`config.mk`:
```
export PLATFORM = sky130hd
export DESIGN_NAME = heart_rate_interval_averager
export DESIGN_NICKNAME = d
export VERILOG_FILES = /design/src/rtl/hria_pkg.sv /design/src/rtl/hria_addsub.sv /design/src/rtl/heart_rate_interval_averager.sv
export SDC_FILE = /design/constraint.sdc
export NUM_CORES = 1
export LEC_CHECK = 0
export BUFFER_PORTS_ARGS = -buffer_cell sky130_fd_sc_hd__buf_4
export CAP_MARGIN = 25
export CORE_ASPECT_RATIO = 1.25
export CORE_MARGIN = 1.5
export CORE_UTILIZATION = 35
export DETAILED_ROUTE_END_ITERATION = 7
export PLACE_DENSITY_LB_ADDON = 0.25
export SYNTH_ARGS = -nofsm -noshare
export SYNTH_HDL_FRONTEND = slang
export SYNTH_SLANG_ARGS = --single-unit
```
`constraint.sdc`:
```
create_clock -name clk_i -period 6.08 [get_ports clk_i]
set_input_delay 1.216 -clock clk_i [delete_from_list [all_inputs] [get_ports clk_i]]
set_output_delay 1.216 -clock clk_i [all_outputs]
set_load 0.02 [all_outputs]
```
`src/rtl/hria_pkg.sv`:
```
// Package for the heart rate interval averager.
// Holds the fixed field widths and rate constants; no dependencies.
package hria_pkg;

  localparam int unsigned TIME_W = 32;
  localparam int unsigned REFR_W = 16;
  localparam int unsigned BPM_W  = 16;

  // Beats per minute for one interval of one ms, and the saturation ceiling.
  localparam int unsigned RATE_SCALE = 60000;
  localparam int unsigned RATE_MAX   = 60000;

  localparam logic [REFR_W-1:0] REFR_RESET = 16'd300;

endpackage

```
`src/rtl/hria_addsub.sv`:
```
// Shared adder/subtractor of the heart rate interval averager.
// Standalone; used by heart_rate_interval_averager for the distance, refractory check, sum and divide.
module hria_addsub #(
  parameter int unsigned W = 36
) (
  input  logic [W-1:0] a_i,
  input  logic [W-1:0] b_i,
  input  logic         sub_i,
  output logic [W-1:0] res_o,
  output logic         carry_o
);

  logic [W-1:0] b_eff;

  // Subtract as a + ~b + 1; carry out high means no borrow.
  assign b_eff = sub_i ? ~b_i : b_i;
  assign {carry_o, res_o} = {1'b0, a_i} + {1'b0, b_eff} + {{W{1'b0}}, sub_i};

endmodule

```
`src/rtl/heart_rate_interval_averager.sv`:
```
// Heart rate interval averager: edge timestamps in, interval and beat rate out.
// Steps per edge: the distance to the last edge and the refractory check on the
// shared adder; once WINDOW intervals are stored, a summing pass and a bit-serial
// restoring divide of 60000*WINDOW by the sum on the same adder (NUM_W = bits of
// 60000*WINDOW, 18 for WINDOW = 3). The first edge only records its time.
// One word at a time; the next word is taken once the result is in the output
// register, even while that result waits. Async active-low reset clears every
// register but the interval ring and loads the refractory register refr_q with 300.
// Depends on hria_pkg and hria_addsub.
module heart_rate_interval_averager #(
  parameter int unsigned WINDOW = 3
) (
  input  logic                         clk_i,
  input  logic                         rst_ni,
  // configuration
  input  logic                         cfg_we_i,
  input  logic [hria_pkg::REFR_W-1:0]  cfg_wdata_i,
  // input channel
  input  logic                         in_valid_i,
  output logic                         in_ready_o,
  input  logic [hria_pkg::TIME_W-1:0]  edge_time_ms_i,
  // output channel
  output logic                         out_valid_o,
  input  logic                         out_ready_i,
  output logic                         interval_accepted_o,
  output logic [hria_pkg::TIME_W-1:0]  interval_ms_o,
  output logic                         rate_valid_o,
  output logic [hria_pkg::BPM_W-1:0]   beats_per_minute_o
);

  localparam int unsigned TIME_W = hria_pkg::TIME_W;
  // The sum of WINDOW intervals; one more bit for the divider's shifted remainder.
  localparam int unsigned SUM_W  = TIME_W + $clog2(WINDOW);
  localparam int unsigned ALU_W  = SUM_W + 1;
  localparam int unsigned NUM    = hria_pkg::RATE_SCALE * WINDOW;
  localparam int unsigned NUM_W  = $clog2(NUM + 1);
  localparam int unsigned DCNT_W = $clog2(NUM_W);
  localparam int unsigned PTR_W  = (WINDOW > 1) ? $clog2(WINDOW) : 1;
  localparam int unsigned CNT_W  = $clog2(WINDOW + 1);

  typedef enum logic [2:0] {
    S_IDLE,
    S_DIST,
    S_CHECK,
    S_SUM,
    S_DIV,
    S_DONE
  } state_e;

  state_e state_q;

  logic [hria_pkg::REFR_W-1:0] refr_q;
  logic [TIME_W-1:0]           t_q;
  logic [TIME_W-1:0]           last_q;
  logic                        have_prev_q;
  logic [TIME_W-1:0]           dist_q;
  logic [TIME_W-1:0]           ring_q [WINDOW];
  logic [PTR_W-1:0]            ptr_q;
  logic [CNT_W-1:0]            fill_q;
  logic [PTR_W-1:0]            idx_q;
  logic [SUM_W-1:0]            acc_q;
  logic [SUM_W-1:0]            rem_q;
  logic [NUM_W-1:0]            num_q;
  logic [DCNT_W-1:0]           dcnt_q;
  logic                        acc_flag_q;
  logic [TIME_W-1:0]           intv_q;
  logic                        rvalid_q;

  logic                        out_valid_q;
  logic                        out_acc_q;
  logic [TIME_W-1:0]           out_intv_q;
  logic                        out_rvalid_q;
  logic [hria_pkg::BPM_W-1:0]  out_bpm_q;

  // Shared adder.
  logic [ALU_W-1:0] alu_a;
  logic [ALU_W-1:0] alu_b;
  logic             alu_sub;
  logic [ALU_W-1:0] alu_res;
  logic             alu_carry;

  hria_addsub #(.W(ALU_W)) u_addsub (
    .a_i    (alu_a),
    .b_i    (alu_b),
    .sub_i  (alu_sub),
    .res_o  (alu_res),
    .carry_o(alu_carry)
  );

  logic [ALU_W-1:0] rem_shift;
  assign rem_shift = {rem_q, num_q[NUM_W-1]};

  always_comb begin
    alu_a   = '0;
    alu_b   = '0;
    alu_sub = 1'b1;
    unique case (state_q)
      S_DIST: begin
        // distance modulo 2^32 comes from the low bits
        alu_a = ALU_W'(t_q);
        alu_b = ALU_W'(last_q);
      end
      S_CHECK: begin
        // refractory - distance: a borrow means distance > refractory
        alu_a = ALU_W'(refr_q);
        alu_b = ALU_W'(dist_q);
      end
      S_SUM: begin
        alu_a   = ALU_W'(acc_q);
        alu_b   = ALU_W'(ring_q[idx_q]);
        alu_sub = 1'b0;
      end
      S_DIV: begin
        alu_a = rem_shift;
        alu_b = ALU_W'(acc_q);
      end
      default: begin
        alu_a = '0;
      end
    endcase
  end

  logic             accept_in;
  logic             out_free;
  logic             load_out;
  logic             dist_ok;
  logic [CNT_W-1:0] fill_upd;
  logic [NUM_W-1:0] num_next;
  logic [hria_pkg::BPM_W-1:0] bpm_sat;

  assign in_ready_o = (state_q == S_IDLE);
  assign accept_in  = in_valid_i && in_ready_o;
  assign out_free   = !out_valid_q || out_ready_i;
  assign load_out   = (state_q == S_DONE) && out_free;
  assign dist_ok    = !alu_carry;
  assign fill_upd   = (fill_q == CNT_W'(WINDOW)) ? fill_q : fill_q + CNT_W'(1);
  assign num_next   = {num_q[NUM_W-2:0], alu_carry};
  // Clamp the quotient to the rate ceiling.
  assign bpm_sat    = (num_q > NUM_W'(hria_pkg::RATE_MAX)) ?
                      hria_pkg::BPM_W'(hria_pkg::RATE_MAX) : hria_pkg::BPM_W'(num_q);

  // Store the interval of an accepted edge; the ring needs no reset.
  always_ff @(posedge clk_i) begin
    if (state_q == S_CHECK && dist_ok) begin
      ring_q[ptr_q] <= dist_q;
    end
  end

  always_ff @(posedge clk_i or negedge rst_ni) begin
    if (!rst_ni) begin
      state_q      <= S_IDLE;
      refr_q       <= hria_pkg::REFR_RESET;
      t_q          <= '0;
      last_q       <= '0;
      have_prev_q  <= 1'b0;
      dist_q       <= '0;
      ptr_q        <= '0;
      fill_q       <= '0;
      idx_q        <= '0;
      acc_q        <= '0;
      rem_q        <= '0;
      num_q        <= '0;
      dcnt_q       <= '0;
      acc_flag_q   <= 1'b0;
      intv_q       <= '0;
      rvalid_q     <= 1'b0;
      out_valid_q  <= 1'b0;
      out_acc_q    <= 1'b0;
      out_intv_q   <= '0;
      out_rvalid_q <= 1'b0;
      out_bpm_q    <= '0;
    end else begin
      if (cfg_we_i) begin
        refr_q <= cfg_wdata_i;
      end
      // load a new word, else drop the one just taken
      if (load_out) begin
        out_valid_q <= 1'b1;
      end else if (out_valid_q && out_ready_i) begin
        out_valid_q <= 1'b0;
      end
      unique case (state_q)
        S_IDLE: begin
          if (accept_in) begin
            t_q        <= edge_time_ms_i;
            acc_flag_q <= 1'b0;
            intv_q     <= '0;
            if (!have_prev_q) begin
              // first edge: record the time only
              last_q      <= edge_time_ms_i;
              have_prev_q <= 1'b1;
              rvalid_q    <= (fill_q == CNT_W'(WINDOW));
              acc_q       <= '0;
              idx_q       <= '0;
              state_q     <= (fill_q == CNT_W'(WINDOW)) ? S_SUM : S_DONE;
            end else begin
              state_q <= S_DIST;
            end
          end
        end
        S_DIST: begin
          dist_q  <= alu_res[TIME_W-1:0];
          state_q <= S_CHECK;
        end
        S_CHECK: begin
          acc_q <= '0;
          idx_q <= '0;
          if (dist_ok) begin
            // advance the ring and move the reference time
            ptr_q         <= (ptr_q == PTR_W'(WINDOW - 1)) ? '0 : ptr_q + PTR_W'(1);
            fill_q        <= fill_upd;
            last_q        <= t_q;
            acc_flag_q    <= 1'b1;
            intv_q        <= dist_q;
            rvalid_q      <= (fill_upd == CNT_W'(WINDOW));
            state_q       <= (fill_upd == CNT_W'(WINDOW)) ? S_SUM : S_DONE;
          end else begin
            rvalid_q <= (fill_q == CNT_W'(WINDOW));
            state_q  <= (fill_q == CNT_W'(WINDOW)) ? S_SUM : S_DONE;
          end
        end
        S_SUM: begin
          acc_q <= alu_res[SUM_W-1:0];
          idx_q <= idx_q + PTR_W'(1);
          if (idx_q == PTR_W'(WINDOW - 1)) begin
            rem_q   <= '0;
            num_q   <= NUM_W'(NUM);
            dcnt_q  <= DCNT_W'(NUM_W - 1);
            state_q <= S_DIV;
          end
        end
        S_DIV: begin
          // restoring step: keep the trial remainder when it did not borrow
          rem_q  <= alu_carry ? alu_res[SUM_W-1:0] : rem_shift[SUM_W-1:0];
          num_q  <= num_next;
          dcnt_q <= dcnt_q - DCNT_W'(1);
          if (dcnt_q == '0) begin
            state_q <= S_DONE;
          end
        end
        S_DONE: begin
          // hold until the output register is free
          if (out_free) begin
            out_acc_q    <= acc_flag_q;
            out_intv_q   <= intv_q;
            out_rvalid_q <= rvalid_q;
            out_bpm_q    <= rvalid_q ? bpm_sat : '0;
            state_q      <= S_IDLE;
          end
        end
        default: begin
          state_q <= S_IDLE;
        end
      endcase
    end
  end

  assign out_valid_o         = out_valid_q;
  assign interval_accepted_o = out_acc_q;
  assign interval_ms_o       = out_intv_q;
  assign rate_valid_o        = out_rvalid_q;
  assign beats_per_minute_o  = out_bpm_q;

  // Fill count saturates at the window size.
  a_fill_bound: assert property (@(posedge clk_i) disable iff (!rst_ni)
    fill_q <= CNT_W'(WINDOW))
    else $error("fill count above window");

  // Ring pointer stays within the ring.
  a_ptr_bound: assert property (@(posedge clk_i) disable iff (!rst_ni)
    ptr_q <= PTR_W'(WINDOW - 1))
    else $error("ring pointer out of range");

  // No rate is reported before the window is full.
  a_rate_zero: assert property (@(posedge clk_i) disable iff (!rst_ni)
    (out_valid_o && !rate_valid_o) |-> (beats_per_minute_o == '0))
    else $error("rate reported while not valid");

  // A rejected edge reports no interval.
  a_intv_zero: assert property (@(posedge clk_i) disable iff (!rst_ni)
    (out_valid_o && !interval_accepted_o) |-> (interval_ms_o == '0))
    else $error("interval reported for rejected edge");

  // The reported rate never exceeds the ceiling.
  a_rate_max: assert property (@(posedge clk_i) disable iff (!rst_ni)
    out_valid_o |-> (beats_per_minute_o <= hria_pkg::BPM_W'(hria_pkg::RATE_MAX)))
    else $error("rate above ceiling");

endmodule
```
==> summary.txt <==
Status
  • Outcome: completed

Placement
  • GPL Wtd Cong: 0.947
  • Worst slack at placement: 0.947 ns
  • Final HPWL DP: 38.5 mm
  • PortBufs: 104

Timing
  • Final TNS setup: 0 ns
  • Final hold violations: 0
  • Final worst slack: 0.864 ns
  • Setup Skew: 0.0150 ns
  • F_max: 0.192 GHz
  • Slew Limit Fails: 0
  • Max_slew headroom: 26.3%
  • RSZ-0062 raised after global routing: no
  • Slew @ Worst Pin: 1.10 ns
  • Crit path time final: 5.22 ns
  • Final period util: 85.8%
  • Final setup fails: 0

Global route
  • Total Routing Usage GR: 19.9%
  • GR Overflow Total: 0
  • GR met1 Demand/Resource: 28.0%
  • Vias in the first global route: 14,400
  • Routing usage on met2: 30.8%
  • Largest net degree at the start of global routing: 106
  • GR Util met3: 3.08%
  • Antenna violations before repair: 1
  • Busiest grt layer: met2
  • Global-route wire length before repair: 86.2 mm

Synth
  • Avg Cell Area, Syn: 9.94 sq um
  • Async SR Flop Fraction: 75.6%
  • Ys Warns: 0
  • Yosys cell types: 70
  • Share of Yosys cell area claimed by the top area cell type: 38.3%
  • Syn Inst Count: 1,932
  • Cell taking the most area after synthesis: dfrtp_1
  • Mapped cell area: 0.0192 sq mm
  • Syn Nets: 2,024
  • Largest cells by area after synthesis: dfrtp_1 38%, edfxtp_1 15%, nand2_1 8.2%, o21ai_0 5.5%, mux2i_1 4.4%
  • Synth Flop Type: dfrtp_1
  • Post-synthesis sequential area ratio: 53.8%
  • EDFF count, synth: 96
  • Synth Register Bits: 394

CTS
  • Clock Latency Late Sink: 0.57 ns
  • TritonCTS clock tree: built
  • CTS buffer count: 42
  • Clock tree root buffer cell: clkbuf_16
  • Setup Buffers After CTS: 0
  • Clock sink total: 394
  • # resized after CTS: 0
  • Clock transition at the registers of the reported paths: 0.06 ns
  • H-tree Lvls: 2
  • Clock Tree Buf Depth: 3
  • CTS Hold Bufs: 0

Worst hold path
  • Hold Path Stages: 2
  • Worst Hold Class: reg -> reg
  • Hold worst-path end: interval_ms_o[10]
  • Hold Startpoint: intv_q[10]

Critical path
  • Crit start category: flop
  • R2R Path End: rem_q[29]
  • R2R cell count: 15
  • CP Class: reg -> reg
  • WP data required: 6.51 ns
  • WP data arrival: 5.65 ns
  • Worst Path Max Fanout: 49
  • Worst R2R Setup Slack: 0.86 ns
  • CP Capture Type: flop
  • R2r startpoint: state_q[0]

Die
  • DIE AREA: 0.0563 sq mm
  • # IOs: 105
  • Core area: 0.0540 sq mm
  • Die X: 213 um
  • Starting Density: 35.6%
  • # rows: 95
  • Die H: 265 um

Flow run
  • Max cap viols: 0

Detailed routing
  • Drt via density: 5.38
  • DRC viols: 0
  • Avg WL per Cell: 20.3 um
  • Post-route ant nets: 0
  • First drt pass iteration count: 5
  • Vias post-DR: 14,700
  • Total Wirelength: 55.6 mm
  • DR iter-0 viols: 1,141

Final layout
  • Ant diodes: 0
  • Layout cells sized above 1: 14.9%
  • Core Util, Final: 41.0%
  • Layout area overhead: 15.2%
  • Final nets: 2,074
-- cells in the final DEF, fill, tap and decap left out, types with 7 or more instances in the layout --
cell	Yosys	final
a22oi_1	27	27
nand2b_1	10	10
nor2b_1	10	9
nor3_1	14	13
a21oi_1	98	98
a31oi_1	9	9
and3_1	11	11
a21o_1	41	41
clkinv_2	0	10
edfxtp_1	96	96
nand2_1	421	418
clkbuf_1	112	7
mux2i_1	84	84
xnor2_1	16	16
nand3_1	67	66
o21a_1	8	7
ha_1	38	38
o21ai_1	15	15
inv_1	15	15
clkbuf_16	0	43
a221o_1	16	16
xor2_1	17	17
a22o_1	41	41
o21ai_0	211	211
or3_1	10	10
buf_4	2	140
mux2_2	57	57
o211ai_1	8	8
nor2_1	73	69
dfrtp_1	294	291
-- worst max path at each step --
stage | start | endpoint | slack, ns | depth (start not counted)
finish | state_q[0] | rem_q[29] | 0.86 | 15
global route | state_q[0] | rem_q[29] | 0.45 | 15
CTS | state_q[0] | rem_q[29] | 0.93 | 15
detailed placement | state_q[0] | rem_q[29] | 0.95 | 15
global placement | state_q[0] | rem_q[31] | 1.04 | 15
floorplan | state_q[0] | ring_q[1][0] | 0.28 | 19
-- metal layers --
| layer | vias up | share of wire, % |
|---|---|---|
| li1 | 6993 | - |
| met2 | 433 | 45 |
| met4 | 0 | 3.5 |
| met1 | 7220 | 46 |
| met5 | - | 0 |
| met3 | 101 | 5.6 |
-- Yosys cell counts (8+ instances only) --
| cell | instances |
|---|---|
| nand2b_1 | 10 |
| clkbuf_1 | 112 |
| o21a_1 | 8 |
| a221o_1 | 16 |
| nor2b_1 | 10 |
| nand3_1 | 67 |
| mux2_2 | 57 |
| a22oi_1 | 27 |
| nor2_1 | 73 |
| edfxtp_1 | 96 |
| ha_1 | 38 |
| o21ai_1 | 15 |
| a22o_1 | 41 |
| a21oi_1 | 98 |
| nand2_1 | 421 |
| mux2i_1 | 84 |
| a21o_1 | 41 |
| xnor2_1 | 16 |
| o21ai_0 | 211 |
| inv_1 | 15 |
| nor3_1 | 14 |
| a31oi_1 | 9 |
| or3_1 | 10 |
| buf_2 | 11 |
| and3_1 | 11 |
| o211ai_1 | 8 |
| xor2_1 | 17 |
| dfrtp_1 | 294 |
| buf_1 | 13 |
-- critical path, cell delays in order, from the launching register on --
cell and delay (ns):
dfrtp_2 0.61, nor2_1 0.31, and2_2 0.85, a21o_1 0.22, o21ai_0 0.08, ha_1 0.39
a21o_1 0.22, a21o_1 0.20, a211o_1 0.28, o22ai_1 0.16, buf_4 0.18, o31a_1 0.29
o21a_2 0.20, buf_4 0.59, nand2b_1 0.34, o211ai_1 0.13
-- area by class of cell --
| cell class | instances | area (sq um) |
|---|---|---|
| tap | 727 | 910 |
| clock inverter | 22 | 175 |
| clock buffer | 56 | 1180 |
| multi-input combinational | 1385 | 8340 |
| inverter | 15 | 56.3 |
| fill | 5345 | 31800 |
| timing repair buffer | 144 | 1130 |
| sequential | 394 | 10300 |
-- kinds of logic after synthesis --
kind of cell / Yosys count / share of synthesized area [%]
muxes: 141 / 7.72
xor gates and xnor gates: 33 / 1.50
adders and majority gates: 39 / 2.58
buffers and inverters: 153 / 3.10
AOI/OAI and AO/OA: 518 / 16.7
DFF: 394 / 53.8
and+or+nand+nor: 654 / 14.5
-- metrics by stage --
| stage | hold WS [ns] | std cells | cell area [sq um] |
|---|---|---|---|
| finish | 0.466 | 2743 | 22100 |
| global route | 0.494 | 2743 | 22100 |
| CTS | 0.477 | 2743 | 22100 |
| detailed placement | 0.461 | 2665 | 20800 |
| global placement | 0.458 | 2665 | 20800 |
| floorplan | 0.439 | 1932 | 19200 |
-- registers in the layout, summed over array words and instances (netlist names), 3 cells and up --
name	flops
refr_q	16
intv_q	32
ring_q	96
num_q	18
interval_ms_o	32
beats_per_minute_o	16
dist_q	32
acc_q	34
t_q	32
rem_q	34
last_q	32
dcnt_q	5
state_q	3
Power is not shown: default switching activity piles up to over one toggle a cycle in this logic, so the estimate is an artifact.
